**config.mk**
```make
export PLATFORM = sky130hd
export DESIGN_NAME = rle_bitmap_span_decoder_core
export DESIGN_NICKNAME = d
export VERILOG_FILES = /design/src/sv/rbsd_pkg.sv /design/src/sv/rbsd_ctrl.sv /design/src/sv/rbsd_datapath.sv /design/src/sv/rle_bitmap_span_decoder_core.sv
export SDC_FILE = /design/constraint.sdc
export NUM_CORES = 1
export LEC_CHECK = 0
export ABC_AREA = 0
export BUFFER_PORTS_ARGS = -buffer_cell sky130_fd_sc_hd__buf_2
export CAP_MARGIN = 30
export CORE_ASPECT_RATIO = 0.6
export CORE_UTILIZATION = 55
export CTS_CLUSTER_SIZE = 20
export DETAILED_ROUTE_END_ITERATION = 8
export GPL_TIMING_DRIVEN = 0
export HOLD_SLACK_MARGIN = 0.03
export PLACE_DENSITY = 0.8
export SLEW_MARGIN = 20
export SYNTH_ARGS = -nofsm -noshare
export SYNTH_HDL_FRONTEND = slang
export SYNTH_SLANG_ARGS = --single-unit
```
**constraint.sdc**
```tcl
create_clock -name clk -period 5.1 [get_ports clk]
set_input_delay 1.02 -clock clk [delete_from_list [all_inputs] [get_ports clk]]
set_output_delay 1.02 -clock clk [all_outputs]
set_load 0.01 [all_outputs]
```
**src/sv/rbsd_pkg.sv**
```systemverilog
package rbsd_pkg;

  localparam int unsigned SCREEN_COLUMNS = 128;
  localparam int unsigned SCREEN_PAGES   = 8;
  localparam int unsigned SPAN_CAP       = 9;

  typedef struct packed {
    logic [7:0] in_byte;
    logic       image_start;
    logic [7:0] origin_col;
    logic [7:0] origin_page;
  } in_word_t;

  typedef struct packed {
    logic [2:0] span_page;
    logic [6:0] span_col;
    logic [7:0] span_len;
    logic [7:0] bar_value;
    logic       image_done;
    logic [7:0] image_width;
    logic       last_of_byte;
  } out_word_t;

  typedef struct packed {
    logic load;
    logic step;
    logic flush;
  } ctrl_cmd_t;

  typedef struct packed {
    logic no_bars;
    logic last_bar;
    logic step_ok;
    logic flush_ok;
  } ctrl_sts_t;

endpackage

```
**src/sv/rbsd_ctrl.sv**
```systemverilog
module rbsd_ctrl (
  input  logic               clk,
  input  logic               rst_n,
  input  logic               in_valid,
  output logic               in_ready,
  input  rbsd_pkg::ctrl_sts_t sts,
  output rbsd_pkg::ctrl_cmd_t cmd
);

  typedef enum logic [1:0] {
    ST_WAIT,
    ST_BARS,
    ST_FLUSH
  } state_t;

  state_t state_r;
  state_t state_nxt;

  always_comb begin
    in_ready  = (state_r == ST_WAIT) || ((state_r == ST_FLUSH) && sts.flush_ok);
    cmd.load  = in_valid && in_ready;
    cmd.step  = (state_r == ST_BARS) && !sts.no_bars && sts.step_ok;
    cmd.flush = (state_r == ST_FLUSH) && sts.flush_ok;
    state_nxt = state_r;
    case (state_r)
      ST_WAIT: begin
        if (cmd.load) state_nxt = ST_BARS;
      end
      ST_BARS: begin
        if (sts.no_bars || (cmd.step && sts.last_bar)) state_nxt = ST_FLUSH;
      end
      ST_FLUSH: begin
        if (cmd.flush) state_nxt = cmd.load ? ST_BARS : ST_WAIT;
      end
      default: state_nxt = ST_WAIT;
    endcase
  end

  always_ff @(posedge clk) begin
    if (!rst_n) begin
      state_r <= ST_WAIT;
    end else begin
      state_r <= state_nxt;
    end
  end

  a_one_cmd: assert property (@(posedge clk) disable iff (!rst_n)
    !(cmd.step && cmd.flush)) else $error("step and flush together");

  a_load_when_free: assert property (@(posedge clk) disable iff (!rst_n)
    cmd.load |-> (state_r == ST_WAIT || cmd.flush)) else $error("load while busy");

  a_bars_to_flush: assert property (@(posedge clk) disable iff (!rst_n)
    (state_r == ST_BARS && sts.no_bars) |=> state_r == ST_FLUSH)
    else $error("bar phase did not end");

endmodule

```
**src/sv/rbsd_datapath.sv**
```systemverilog
module rbsd_datapath (
  input  logic                clk,
  input  logic                rst_n,
  input  rbsd_pkg::in_word_t  in_word,
  input  rbsd_pkg::ctrl_cmd_t cmd,
  output rbsd_pkg::ctrl_sts_t sts,
  output logic                out_valid,
  input  logic                out_ready,
  output rbsd_pkg::out_word_t out_word
);

  typedef enum logic [2:0] {
    PH_IDLE,
    PH_PAGES,
    PH_TOKEN,
    PH_RUNBYTE,
    PH_LITERAL
  } phase_t;

  phase_t     phase_r;
  phase_t     phase_eff;
  logic [7:0] img_width_r;
  logic [7:0] img_pages_r;
  logic [7:0] base_col_r;
  logic [7:0] base_page_r;
  logic [7:0] cur_col_r;
  logic [7:0] cur_page_r;
  logic [6:0] literal_left_r;
  logic [6:0] run_count_r;
  logic [6:0] bars_left_r;
  logic [7:0] bar_r;
  logic       boundary_r;

  logic       pend_valid_r;
  logic [7:0] pend_page_r;
  logic [7:0] pend_col_r;
  logic [7:0] pend_len_r;
  logic [7:0] pend_bar_r;
  logic [3:0] span_cnt_r;

  logic                out_valid_r;
  rbsd_pkg::out_word_t out_word_r;
  rbsd_pkg::out_word_t emit_word;

  logic       visible;
  logic [8:0] col_sum;
  logic       merge;
  logic       room;
  logic       start_new;
  logic       step_emit;
  logic [7:0] col_inc;
  logic [7:0] col_off;
  logic       wrap;
  logic [7:0] page_off;
  logic       done_now;
  logic       flush_emit;
  logic       out_free;
  logic       emit;
  logic [6:0] lit_dec;

  always_comb begin
    visible   = (cur_page_r < 8'(rbsd_pkg::SCREEN_PAGES)) &&
                (cur_col_r < 8'(rbsd_pkg::SCREEN_COLUMNS));
    col_sum   = {1'b0, pend_col_r} + {1'b0, pend_len_r};
    merge     = pend_valid_r && (pend_page_r == cur_page_r) && (pend_bar_r == bar_r) &&
                (pend_len_r != 8'hFF) && (col_sum == {1'b0, cur_col_r});
    room      = span_cnt_r < 4'(rbsd_pkg::SPAN_CAP);
    start_new = visible && !merge && room;
    step_emit = start_new && pend_valid_r;
    col_inc   = cur_col_r + 8'd1;
    col_off   = col_inc - base_col_r;
    wrap      = col_off >= img_width_r;
    page_off  = cur_page_r - base_page_r;
    done_now  = boundary_r && (page_off >= img_pages_r);
    flush_emit = pend_valid_r || done_now;
    out_free  = !out_valid_r || out_ready;
    lit_dec   = literal_left_r - 7'd1;

    sts.no_bars  = (bars_left_r == 7'd0);
    sts.last_bar = (bars_left_r == 7'd1);
    sts.step_ok  = !step_emit || out_free;
    sts.flush_ok = !flush_emit || out_free;

    phase_eff = (cmd.flush && done_now) ? PH_IDLE : phase_r;

    emit = (cmd.step && step_emit) || (cmd.flush && flush_emit);
    emit_word.span_page    = pend_valid_r ? pend_page_r[2:0] : 3'd0;
    emit_word.span_col     = pend_valid_r ? pend_col_r[6:0] : 7'd0;
    emit_word.span_len     = pend_valid_r ? pend_len_r : 8'd0;
    emit_word.bar_value    = pend_valid_r ? pend_bar_r : 8'd0;
    emit_word.image_done   = cmd.flush && done_now;
    emit_word.image_width  = (cmd.flush && done_now) ? img_width_r : 8'd0;
    emit_word.last_of_byte = cmd.flush;
  end

  // decode state and bar walk
  always_ff @(posedge clk) begin
    if (!rst_n) begin
      phase_r        <= PH_IDLE;
      img_width_r    <= 8'd0;
      img_pages_r    <= 8'd0;
      base_col_r     <= 8'd0;
      base_page_r    <= 8'd0;
      cur_col_r      <= 8'd0;
      cur_page_r     <= 8'd0;
      literal_left_r <= 7'd0;
      run_count_r    <= 7'd0;
      bars_left_r    <= 7'd0;
      bar_r          <= 8'd0;
      boundary_r     <= 1'b0;
      pend_valid_r   <= 1'b0;
      span_cnt_r     <= 4'd0;
    end else begin
      if (cmd.flush) begin
        pend_valid_r <= 1'b0;
        span_cnt_r   <= 4'd0;
        if (done_now && !cmd.load) phase_r <= PH_IDLE;
      end
      if (cmd.step) begin
        bars_left_r <= bars_left_r - 7'd1;
        if (start_new) begin
          pend_valid_r <= 1'b1;
          span_cnt_r   <= span_cnt_r + 4'd1;
        end
        if (wrap) begin
          cur_page_r <= cur_page_r + 8'd1;
          cur_col_r  <= base_col_r;
        end else begin
          cur_col_r <= col_inc;
        end
      end
      if (cmd.load) begin
        bars_left_r <= 7'd0;
        boundary_r  <= 1'b0;
        if (in_word.image_start) begin
          base_col_r     <= in_word.origin_col;
          base_page_r    <= in_word.origin_page;
          cur_col_r      <= in_word.origin_col;
          cur_page_r     <= in_word.origin_page;
          img_width_r    <= in_word.in_byte;
          img_pages_r    <= 8'd0;
          literal_left_r <= 7'd0;
          run_count_r    <= 7'd0;
          phase_r        <= PH_PAGES;
        end else begin
          case (phase_eff)
            PH_PAGES: begin
              img_pages_r <= in_word.in_byte;
              boundary_r  <= 1'b1;
              phase_r     <= PH_TOKEN;
            end
            PH_TOKEN: begin
              if (in_word.in_byte[7]) begin
                run_count_r <= in_word.in_byte[6:0];
                phase_r     <= PH_RUNBYTE;
              end else if (in_word.in_byte == 8'd0) begin
                boundary_r <= 1'b1;
                phase_r    <= PH_TOKEN;
              end else begin
                literal_left_r <= in_word.in_byte[6:0];
                phase_r        <= PH_LITERAL;
              end
            end
            PH_RUNBYTE: begin
              bars_left_r <= run_count_r;
              bar_r       <= in_word.in_byte;
              run_count_r <= 7'd0;
              boundary_r  <= 1'b1;
              phase_r     <= PH_TOKEN;
            end
            PH_LITERAL: begin
              bars_left_r    <= 7'd1;
              bar_r          <= in_word.in_byte;
              literal_left_r <= lit_dec;
              if (lit_dec == 7'd0) begin
                boundary_r <= 1'b1;
                phase_r    <= PH_TOKEN;
              end
            end
            default: phase_r <= PH_IDLE;
          endcase
        end
      end
    end
  end

  // pending span payload
  always_ff @(posedge clk) begin
    if (cmd.step && visible) begin
      if (start_new) begin
        pend_page_r <= cur_page_r;
        pend_col_r  <= cur_col_r;
        pend_len_r  <= 8'd1;
        pend_bar_r  <= bar_r;
      end else if (merge) begin
        pend_len_r <= pend_len_r + 8'd1;
      end
    end
  end

  // output register
  always_ff @(posedge clk) begin
    if (!rst_n) begin
      out_valid_r <= 1'b0;
    end else if (emit) begin
      out_valid_r <= 1'b1;
    end else if (out_ready) begin
      out_valid_r <= 1'b0;
    end
  end

  always_ff @(posedge clk) begin
    if (emit) out_word_r <= emit_word;
  end

  assign out_valid = out_valid_r;
  assign out_word  = out_word_r;

  a_no_overwrite: assert property (@(posedge clk) disable iff (!rst_n)
    (emit && out_valid_r) |-> out_ready) else $error("output word overwritten");

  a_pend_len: assert property (@(posedge clk) disable iff (!rst_n)
    pend_valid_r |-> (pend_len_r != 8'd0)) else $error("empty pending span");

  a_bare_done: assert property (@(posedge clk) disable iff (!rst_n)
    (out_valid_r && out_word_r.span_len == 8'd0) |->
      (out_word_r.image_done && out_word_r.last_of_byte))
    else $error("zero-length span without done");

endmodule

```
**src/sv/rle_bitmap_span_decoder_core.sv**
```systemverilog
// Run-length bitmap span decoder. Takes one coded byte per input word (header
// bytes first, the first of them flagged by image_start) and returns the
// visible bar spans that each byte draws, the final span of a byte flagged
// last_of_byte and, at the end of an image, image_done with the width. Each
// byte is loaded, then the datapath walks its bars one bar per cycle, merging
// bars into the open span, and then issues the byte's last span. A bar that
// opens a new span waits only while the output register holds a word that
// has not been taken; the next byte is accepted in the cycle the last span of
// the current byte is issued.
module rle_bitmap_span_decoder_core (
  input  logic                clk,
  input  logic                rst_n,
  input  logic                in_valid,
  output logic                in_ready,
  input  rbsd_pkg::in_word_t  in_word,
  output logic                out_valid,
  input  logic                out_ready,
  output rbsd_pkg::out_word_t out_word
);

  rbsd_pkg::ctrl_cmd_t cmd;
  rbsd_pkg::ctrl_sts_t sts;

  rbsd_ctrl u_ctrl (
    .clk      (clk),
    .rst_n    (rst_n),
    .in_valid (in_valid),
    .in_ready (in_ready),
    .sts      (sts),
    .cmd      (cmd)
  );

  rbsd_datapath u_datapath (
    .clk       (clk),
    .rst_n     (rst_n),
    .in_word   (in_word),
    .cmd       (cmd),
    .sts       (sts),
    .out_valid (out_valid),
    .out_ready (out_ready),
    .out_word  (out_word)
  );

endmodule
```
==> qor.txt, run 1 <==
Synth top area cells: edfxtp_1 25%, dfxtp_1 22%, ha_1 7.3%, a21oi_1 4.5%, nand2_1 4.5%
Slew HR: 0.4822
Met1 Use GR: 0.4034
Syn nets: 956
Prevailing post-synth register cell: dfxtp_1
FMAX: 202.5 MHz
Initial antenna violation count: 0
GPL Wtd Cong: 0.9024
Final worst path period share: 0.9683
Number of buffers added on ports: 66
Io pins: 67
Routed vias/inst: 5.876
DRC Markers: 0
Antenna viol nets, final: 0
Via Count: 6939
Worst setup SP type: register
Post-synth top area share: 0.2470
Overall Power: 0.004137 W
Worst skew pair latency: 0.43 ns
Largest net degree at the start of global routing: 23
Initial DRC Count: 884
TritonCTS buffer count: 17
Dpl hpwl: 15450 um
GRT busiest layer: met2
P&R area growth vs syn: 16.42%
Area leader, netlist: edfxtp_1
Vias in the first global route: 6447
Htree depth: 4
Crit path kind: reg2out
YS warnings: 0
Total GRT Usage: 0.2824
Reg-to-reg slack, setup: 0.21 ns
Slew @ Worst Pin: 0.7746 ns
Post-Syn Instances: 876
Final Hold Vio Count: 0
Post-synth top cells: 99 x nand2_1, 89 x dfxtp_1, 75 x a21oi_1
Met3 usage: 0.08919
Max rail drop VDD: 292.1 uV
Layout cell share with drive strength beyond 1: 0.1516
WHS: 0.4392 ns
Unique cell type count in the Yosys netlist: 64
Final Cell Area: 0.009625 mm^2
Clock Tree Root: clkbuf_16
Core outline area: 0.01459 mm^2
Worst-path clk slew: 0.07 ns
Row Count: 34
Nets@finish: 1050
CTS Buffer Depth: 2
Max-slew violations: 0
CP Max Fanout: 5
Grt total ovfl: 0
Register bit total from synthesis: 157
Area of the mapped netlist: 0.008268 mm^2
Die H: 96.97 um
Async S/R FF share, synth: 0
Post-synth EDFFs: 68
PD cells: 429.8 mW/mm^2
Initial Util: 0.5666
Syn Area/Cell: 9.438 um^2
Final setup viols: 0
Max_cap viols: 0
Die W: 160.3 um
WL/cell: 18.23 um
Setup Skew: 0.007992 ns
Routed wire length: 21520 um
Register area share after synthesis: 0.4625
Number of flip-flops in the largest register: 36
Die area: 0.01554 mm^2
Final worst-path setup slack: 0.1616 ns
Status: finished, final reports clean
DRT Pass-1 Iters: 6
Final core utilization: 0.6597
Hold Crit Class: reg2reg
First-pass GRT wire length: 33760 um
Final min period: 4.938 ns
WP data arrival: 3.92 ns
Worst setup EP type: output pin
Met2 Use GR: 0.4124
Placed standard-cell area: 0.008922 mm^2
Diode count: 0
CTS tree: yes
Pre-CTS WS: -0.2910 ns
Most frequent cell after synthesis: nand2_1
WP data required: 4.08 ns
Clock Sinks: 157
Leak: 3.635 nW
[where the power goes]
part	switching [W]	internal [W]	leakage [nW]
Sequential	0.000114	0.00141	1.37
Combinational	0.000809	0.000549	2.00
Clock	0.000564	0.000686	0.270
[placed cells by master, fill, tap and decap left out, types with 5 or more instances in the layout]
cell type  synthesis  layout
a211o_1            5       5
a211oi_1           7       5
a21o_1             8       8
a21oi_1           75      68
a21oi_2            2       8
a22oi_1           13      13
a31oi_1           14      14
and2_1            40      40
buf_2              5      71
buf_4              0       7
clkbuf_1          28      28
clkbuf_16          0      17
dfxtp_1           89      86
edfxtp_1          68      68
ha_1              48      48
inv_1             52      51
inv_6              0       8
mux2i_1           12      12
nand2_1           99      98
nand2b_1          12      12
nand3_1           23      23
nand4_1            7       7
nor2_1            67      67
nor2b_1           13      12
nor3_1             9       9
nor4_1             7       7
o21a_1             6       6
o21ai_0           35      33
o21ai_1            4       5
or3_1              5       5
xnor2_1           37      37
xor2_1            22      22
[layout make-up]
cell class              count  area, um^2
flip-flops and latches    157        3832
fillers                  1176        4966
well taps                 198       247.7
inverters                  52       195.2
multi-input cells         633        4207
clock buffers              17       425.4
plain buffers              34       133.9
clock inverters            15       146.4
repair buffers             75       437.9
[worst max-delay path, cell delays in order, from the launching register on]
cell	delay, ns
dfxtp_4	0.39
inv_1	0.09
ha_1	0.15
inv_1	0.06
fa_2	0.35
a21o_1	0.18
a21oi_2	0.16
o21bai_1	0.09
a21oi_2	0.14
xnor2_1	0.14
ha_1	0.28
and3_4	0.18
and3_1	0.21
a221oi_4	0.38
nand2_2	0.14
a21oi_2	0.16
nor2b_2	0.07
a21oi_2	0.16
buf_2	0.15
[stage by stage]
stage                       TNS, ns  cells
after global routing      -0.001948   1181
after global placement       -33.55   1140
final                             0   1181
after detailed placement     -5.507   1142
after floorplan                   0    876
after CTS                         0   1175
[final timing paths]
| kind | start | to | depth (start not counted) |
|---|---|---|---|
| setup reg to reg | u_datapath.cur_page_r[0] | u_datapath.cur_col_r[5] | 20 |
| setup / recovery | u_datapath.cur_page_r[0] | in_ready | 18 |
| hold / removal | u_datapath.cur_col_r[4] | u_datapath.pend_col_r[4] | 0 |
| hold reg to reg | u_datapath.cur_col_r[4] | u_datapath.pend_col_r[4] | 0 |
[routing by layer]
metal / part of all wire / routed length, um / up-vias
met1: 0.45 / 9719 / 3236
li1: - / - / 3292
met5: 0 / 0 / -
met4: 0.020 / 439 / 0
met2: 0.42 / 9114 / 364
met3: 0.10 / 2251 / 47
[timing repair]
item / 4_1_cts / 5_1_grt
pin swaps: 2 / 8
hold buffers: 0 / 0
setup buffers: 1 / 6
resized for setup: 7 / 18
endpoints found under the setup margin: 82 / 94
[cell families after synthesis]
family,synth area share
buffers and inverters,0.03980
AOI/OAI and AO/OA,0.1536
xor gates and xnor gates,0.06250
adders and majority gates,0.07990
and+or+nand+nor,0.1845
muxes,0.01725
DFF,0.4625
(Power assumes the default switching activity.)
==> run 2, diff against run 1 <==
- ABC_AREA: 0 -> 1
- SYNTH_HIERARCHICAL: unset -> 1
- TNS_END_PERCENT: unset -> 50
==> qor.txt, run 2 <==
Syn nets: 1217
Compound-Gate Fraction of Synth Area: 0.1029
Unique cell type count in the Yosys netlist: 47
Prevailing post-synth register cell: dfxtp_1
Die W: 165.0 um
Post-synth top cells: 262 x nand2_1, 188 x inv_1, 101 x a21oi_1
Nets@finish: 1304
Clk pwr share: 0.336
Slew @ Worst Pin: 0.7037 ns
DRC Markers: 0
Syn Area/Cell: 7.709 um^2
Crit path kind: reg2out
Final Hold Vio Count: 0
Async S/R FF share, synth: 0
Core outline area: 0.01546 mm^2
Commonest non-fill, non-tap cell in the layout: nand2_1
NetSw: 0.001288 W
Worst setup SP type: register
Grt total ovfl: 0
Row Count: 35
CTS Buffer Depth: 2
Initial Util: 0.5670
DRT Pass-1 Iters: 5
Dpl cells: 1408
PD cells: 384.1 mW/mm^2
Setup Skew: 0.008747 ns
Synth Area in Simple Gates: 0.2477
Final worst path period share: 0.9560
Post-synth EDFFs: 68
Fill cells: 1303
Largest net degree at the start of global routing: 28
Final min period: 4.876 ns
Max_cap viols: 0
Status: finished, final reports clean
Total GRT Usage: 0.2894
Hold path start: u_datapath/base_page_r[6]
Met3 WL: 2686 um
Max rail drop VDD: 236.7 uV
Initial DRC Count: 898
Most frequent cell after synthesis: nand2_1
Most frequent cells in the layout: 261 x nand2_1, 188 x inv_1, 101 x a21oi_1
Sequential share of power: 0.391
WP data required: 4.08 ns
Worst reg2reg startpoint: u_datapath/cur_page_r[2]
Routed wire length: 22450 um
Register bit total from synthesis: 157
Die H: 99.79 um
FMAX: 205.1 MHz
Hold Crit Class: reg2reg
Worst setup EP type: output pin
Max-slew violations: 0
Antenna viol nets, final: 0
Register area share after synthesis: 0.4363
Diode count: 0
Top Layer Used: met4
Area leader, netlist: edfxtp_1
Io pins: 67
Leak: 4.636 nW
Post-Synth Adder-Cell Area: 0.07537
Crit path from: u_datapath/cur_page_r[2]
Dpl hpwl: 16670 um
Post-synth top area share: 0.2330
GPL Wtd Cong: 0.9609
Internal power: 0.002555 W
Die area: 0.01646 mm^2
Via Count: 7797
Layout cell share with drive strength beyond 1: 0.1261
Combinational share of power: 0.273
Number of flip-flops in the largest register: 36
Met1 Wirelength: 10370 um
Met2 wire length: 9015 um
P&R area growth vs syn: 14.13%
Worst skew pair latency: 0.42 ns
Clock Tree Root: clkbuf_16
Largest family of logic cells by synthesized area: simple AND/OR/NAND/NOR gates
Vias in the first global route: 7046
Post-synthesis xor/xnor area fraction: 0.03597
Multiplexer share of the synthesized area: 0
Final setup viols: 0
Slew HR: 0.5309
CTS tree: yes
Area of the mapped netlist: 0.008765 mm^2
Number of buffers added on ports: 66
Final cell count without fillers: 1440
Post-Syn Instances: 1137
Clock Sinks: 157
Htree depth: 4
YS warnings: 6
Final core utilization: 0.6471
CP Max Fanout: 6
Synth top area cells: edfxtp_1 23%, dfxtp_1 20%, nand2_1 11%, inv_1 8.1%, ha_1 6.9%
Worst-path clk slew: 0.07 ns
TritonCTS buffer count: 17
WL/cell: 15.59 um
WP data arrival: 3.86 ns
Net Sw Frac: 0.3352
Routed vias/inst: 5.415
First-pass GRT wire length: 36040 um
Initial antenna violation count: 0
[run 2: final timing paths]
| check | to | slack, ns | cells after the start |
|---|---|---|---|
| setup / recovery | in_ready | 0.22 | 20 |
| hold / removal | u_datapath/base_page_r[6] | 0.47 | 2 |
| setup reg to reg | u_datapath/bar_r[6] | 0.27 | 27 |
| hold reg to reg | u_datapath/base_page_r[6] | 0.47 | 2 |
[run 2: cells by family (layout without fill, tap and decap cells)]
group                      count (synthesis)  in the layout
AOI/OAI and AO/OA                        171            171
and+or+nand+nor                          492            492
xor gates and xnor gates                  36             36
DFF                                      157            157
buffers and inverters                    230            330
adders and majority gates                 51             51
[run 2: final cells by class]
cell class / instances / area (um^2) / area share
multi-input cells: 750 / 4059 / 0.4058
flip-flops and latches: 157 / 3824 / 0.3822
inverters: 198 / 752.0 / 0.07517
clock buffers: 21 / 470.5 / 0.04703
repair buffers: 68 / 362.8 / 0.03627
well taps: 203 / 254.0 / 0.02539
plain buffers: 32 / 150.1 / 0.01501
clock inverters: 11 / 131.4 / 0.01313
[run 2: layer usage]
metal | global-route usage | vias to the layer above
met5 | 0 | -
met4 | 0.07481 | 0
met3 | 0.09174 | 32
met2 | 0.4069 | 380
met1 | 0.4262 | 3553
li1 | - | 3832
[run 2: critical path, stage by stage (launching register included)]
cell	delay [ns]
dfxtp_1	0.60
ha_1	0.37
a21oi_1	0.15
nand2_1	0.09
a21oi_1	0.13
o21ai_0	0.15
a21o_1	0.19
a21oi_1	0.15
xor2_1	0.24
ha_1	0.29
nand2_1	0.06
inv_1	0.03
nor2_1	0.08
o21a_1	0.17
nand3_2	0.13
nand2_1	0.12
nand2_1	0.08
nand3_1	0.07
inv_1	0.07
a21oi_2	0.13
buf_2	0.14
[run 2: metrics by stage]
step / instance area (um^2) / total power (W) / hold WS [ns] / worst slack, ns / TNS (ns)
after global placement: 9349 / 0.002509 / 0.4519 / -0.5417 / -19.38
after detailed placement: 9384 / 0.002541 / 0.4566 / 0.2037 / 0
final: 10000 / 0.003843 / 0.4656 / 0.2243 / 0
after global routing: 10000 / 0.004071 / 0.4822 / -0.01366 / -0.01614
after floorplan: 8765 / 0.002272 / 0.4308 / 0.7288 / 0
after CTS: 9986 / 0.003831 / 0.4669 / 0.1118 / 0
[run 2: timing repair]
action,4_1_cts,5_1_grt
setup buffers,0,0
setup endpoints to repair,0,49
gates resized for setup,0,14
hold buffers,0,0
[run 2: power groups by stage]
| stage | clock network (W) | registers (W) | logic [W] |
|---|---|---|---|
| 6_report | 0.00129 | 0.00150 | 0.00105 |
| 4_1_cts | 0.00131 | 0.00150 | 0.00103 |
| 3_3_place_gp | 0 | 0.00152 | 0.000986 |
| 3_5_place_dp | 0 | 0.00153 | 0.00102 |
| 5_1_grt | 0.00136 | 0.00151 | 0.00119 |
| 2_1_floorplan | 0 | 0.00150 | 0.000769 |
==> run 3, diff against run 2 <==
- ABC_AREA: 1 -> unset
==> qor.txt, run 3 <==
Worst path cell trace: inv_1 > ha_1 > inv_1 > fa_1 > nand2_1 > nand2_1 > a21oi_2 > o21bai_1 > a21oi_1 > xnor2_1 > ha_1 > a21oi_2 > nor2b_1 > a2111oi_2 > o21ai_2 > a31o_2 > nand2_1 > nand2b_1 > nor2b_4 > buf_2
Slowest CP cell: fa_1
Largest net degree at the start of global routing: 36
Max_cap viols: 0
Final core utilization: 0.6600
Slew @ Worst Pin: 0.8685 ns
CP Max Fanout: 5
Number of flip-flops in the largest register: 36
DRC Markers: 0
CTS Buffer Depth: 2
Die area: 0.01554 mm^2
Row Count: 34
Area leader, netlist: edfxtp_1
Post-Syn Instances: 864
Register bit total from synthesis: 157
Post-synth top area share: 0.2470
Async S/R FF share, synth: 0
Worst setup SP type: register
Routed wire length: 21980 um
Prevailing post-synth register cell: dfxtp_1
P&R area growth vs syn: 16.50%
WP data arrival: 3.89 ns
Hold Crit Class: reg2reg
FMAX: 203.5 MHz
Grt total ovfl: 0
Slew HR: 0.4210
Syn Area/Cell: 9.568 um^2
Pre-CTS WS: -1.491 ns
Worst reg2reg startpoint: u_datapath/cur_page_r[0]
DRT Pass-1 Iters: 5
Max-slew violations: 0
CP max stage delay: 0.40 ns
GPL Wtd Cong: 0.9119
Clock Sinks: 157
Total GRT Usage: 0.2909
Worst skew pair latency: 0.43 ns
Initial antenna violation count: 0
Final Cell Area: 0.009630 mm^2
Reg2Reg Capture Point: u_datapath/out_word[8]
Final worst path period share: 0.9635
WL/cell: 18.78 um
Number of buffers added on ports: 66
Final min period: 4.914 ns
First-pass GRT wire length: 34410 um
Most frequent cells in the layout: 88 x nand2_1, 86 x dfxtp_1, 73 x a21oi_1
Area of the mapped netlist: 0.008267 mm^2
Syn nets: 944
CTS tree: yes
Reg-to-reg slack, setup: 0.20 ns
Worst setup EP type: output pin
Via Count: 6872
Final Hold Vio Count: 0
Most frequent cell after synthesis: dfxtp_1
Post-synth top cells: 89 x dfxtp_1, 88 x nand2_1, 78 x a21oi_1
Io pins: 67
Buf/Inv on CP: 3
Nets@finish: 1039
Status: finished, final reports clean
Hold path start: u_datapath/base_page_r[1]
Clock Tree Root: clkbuf_16
Worst-path clk slew: 0.07 ns
Placed standard-cell area: 0.008851 mm^2
YS warnings: 6
Routed vias/inst: 5.874
Worst hold stages: 2
Unique cell type count in the Yosys netlist: 65
Dpl hpwl: 15500 um
Initial Util: 0.5665
Setup Skew: 0.008851 ns
Top cell by count, worst path: nand2_1
Diode count: 0
Register area share after synthesis: 0.4625
Final worst-path setup slack: 0.1860 ns
Max rail drop VDD: 251.4 uV
CTS Hold Bufs: 0
Htree depth: 4
Reg2Reg Depth: 25
Post-synth EDFFs: 68
Antenna viol nets, final: 0
Die H: 96.97 um
Core outline area: 0.01459 mm^2
Leak: 3.691 nW
Final setup viols: 0
Fill cells: 1134
Initial DRC Count: 760
PD cells: 408.6 mW/mm^2
Top delay family on crit path: compound AO/OA/AOI/OAI gates
Crit path kind: reg2out
Commonest non-fill, non-tap cell in the layout: nand2_1
Die W: 160.3 um
Vias in the first global route: 6378
Worst hold endpoint: u_datapath/base_page_r[1]
TritonCTS buffer count: 17
Layout cell share with drive strength beyond 1: 0.1461
WP data required: 4.08 ns
Synth top area cells: edfxtp_1 25%, dfxtp_1 22%, ha_1 7.3%, a21oi_1 4.7%, nand2_1 4.0%
[run 3: changes by cell type after synthesis, moves of 15 or more]
cell / previous run / this run
nand3_1: 87 / 20
a22o_1: 0 / 15
nor2_1: 90 / 57
nand2_1: 262 / 88
xnor2_1: 15 / 32
inv_1: 188 / 61
a21oi_1: 101 / 78
and2_1: 0 / 30
mux2i_1: 0 / 18
o21ai_0: 50 / 30
[run 3: through the flow]
step	TNS, ns	hold slack (ns)	std cells	power, W
after floorplan	0	0.4064	864	0.002295
final	0	0.4552	1170	0.003935
after global routing	-0.2390	0.4794	1170	0.004118
after detailed placement	-97.84	0.4474	1129	0.002570
after global placement	-72.91	0.4417	1128	0.002531
after CTS	0	0.4574	1168	0.003899
[run 3: timing repair]
item	in CTS	in global routing
cloned	2	0
gates resized for setup	17	14
buffers inserted	5	2
pin swaps	3	5
setup endpoints to repair	126	119
[run 3: cells by family (layout without fill, tap and decap cells)]
group                      count (synthesis)  after routing  share of synthesized area
muxes                                     19             19                    0.02316
buffers and inverters                     96            202                    0.04404
and+or+nand+nor                          270            270                     0.1626
xor gates and xnor gates                  66             66                    0.06993
adders and majority gates                 51             51                    0.07992
AOI/OAI and AO/OA                        205            207                     0.1579
DFF                                      157            157                     0.4625
[run 3: report_power, final]
part / switching, W / internal (W) / total (W)
Combinational: 0.000673 / 0.000480 / 0.00115
Clock: 0.000577 / 0.000699 / 0.00128
Sequential: 0.000102 / 0.00140 / 0.00151
[run 3: layout make-up]
class                           instances  area, um^2  area share
Clock inverter                         15       170.2     0.01767
Clock buffer                           17       425.4     0.04417
Tap cell                              198       247.7     0.02572
Inverter                               62       232.7     0.02417
Multi-Input combinational cell        613        4165      0.4325
Sequential cell                       157        3832      0.3979
Timing Repair Buffer                   74       412.9     0.04287
Buffer                                 34       143.9     0.01494
[run 3: worst max path at each step]
stage	slack (ns)	end	cells after the start	startpoint
2_1_floorplan	0.10	u_datapath/out_word[0]	22	u_datapath/cur_page_r[1]
3_3_place_gp	-1.29	u_datapath/out_word[35]	22	u_datapath/cur_page_r[1]
3_5_place_dp	-1.49	u_datapath/out_word[33]	22	u_datapath/cur_page_r[1]
4_1_cts	0.007	in_ready	20	u_datapath/cur_page_r[0]
5_1_grt	-0.02	u_datapath/out_word[35]	24	u_datapath/base_page_r[1]
6_report	0.19	in_ready	20	u_datapath/cur_page_r[0]
[run 3: tightest hold or removal path: cells and delay by family, from the launching register on]
| kind | cells | cell delay, ns |
|---|---|---|
| AND/OR/NAND/NOR | 1 | 0.05 |
| flip-flops | 1 | 0.31 |
| AO/OA/AOI/OAI | 1 | 0.05 |
[run 3: routing by layer]
layer / global-route usage / part of all wire
met3: 0.08148 / 0.13
met4: 0.08278 / 0.016
met5: 0 / 0
met1: 0.4166 / 0.44
met2: 0.4278 / 0.42
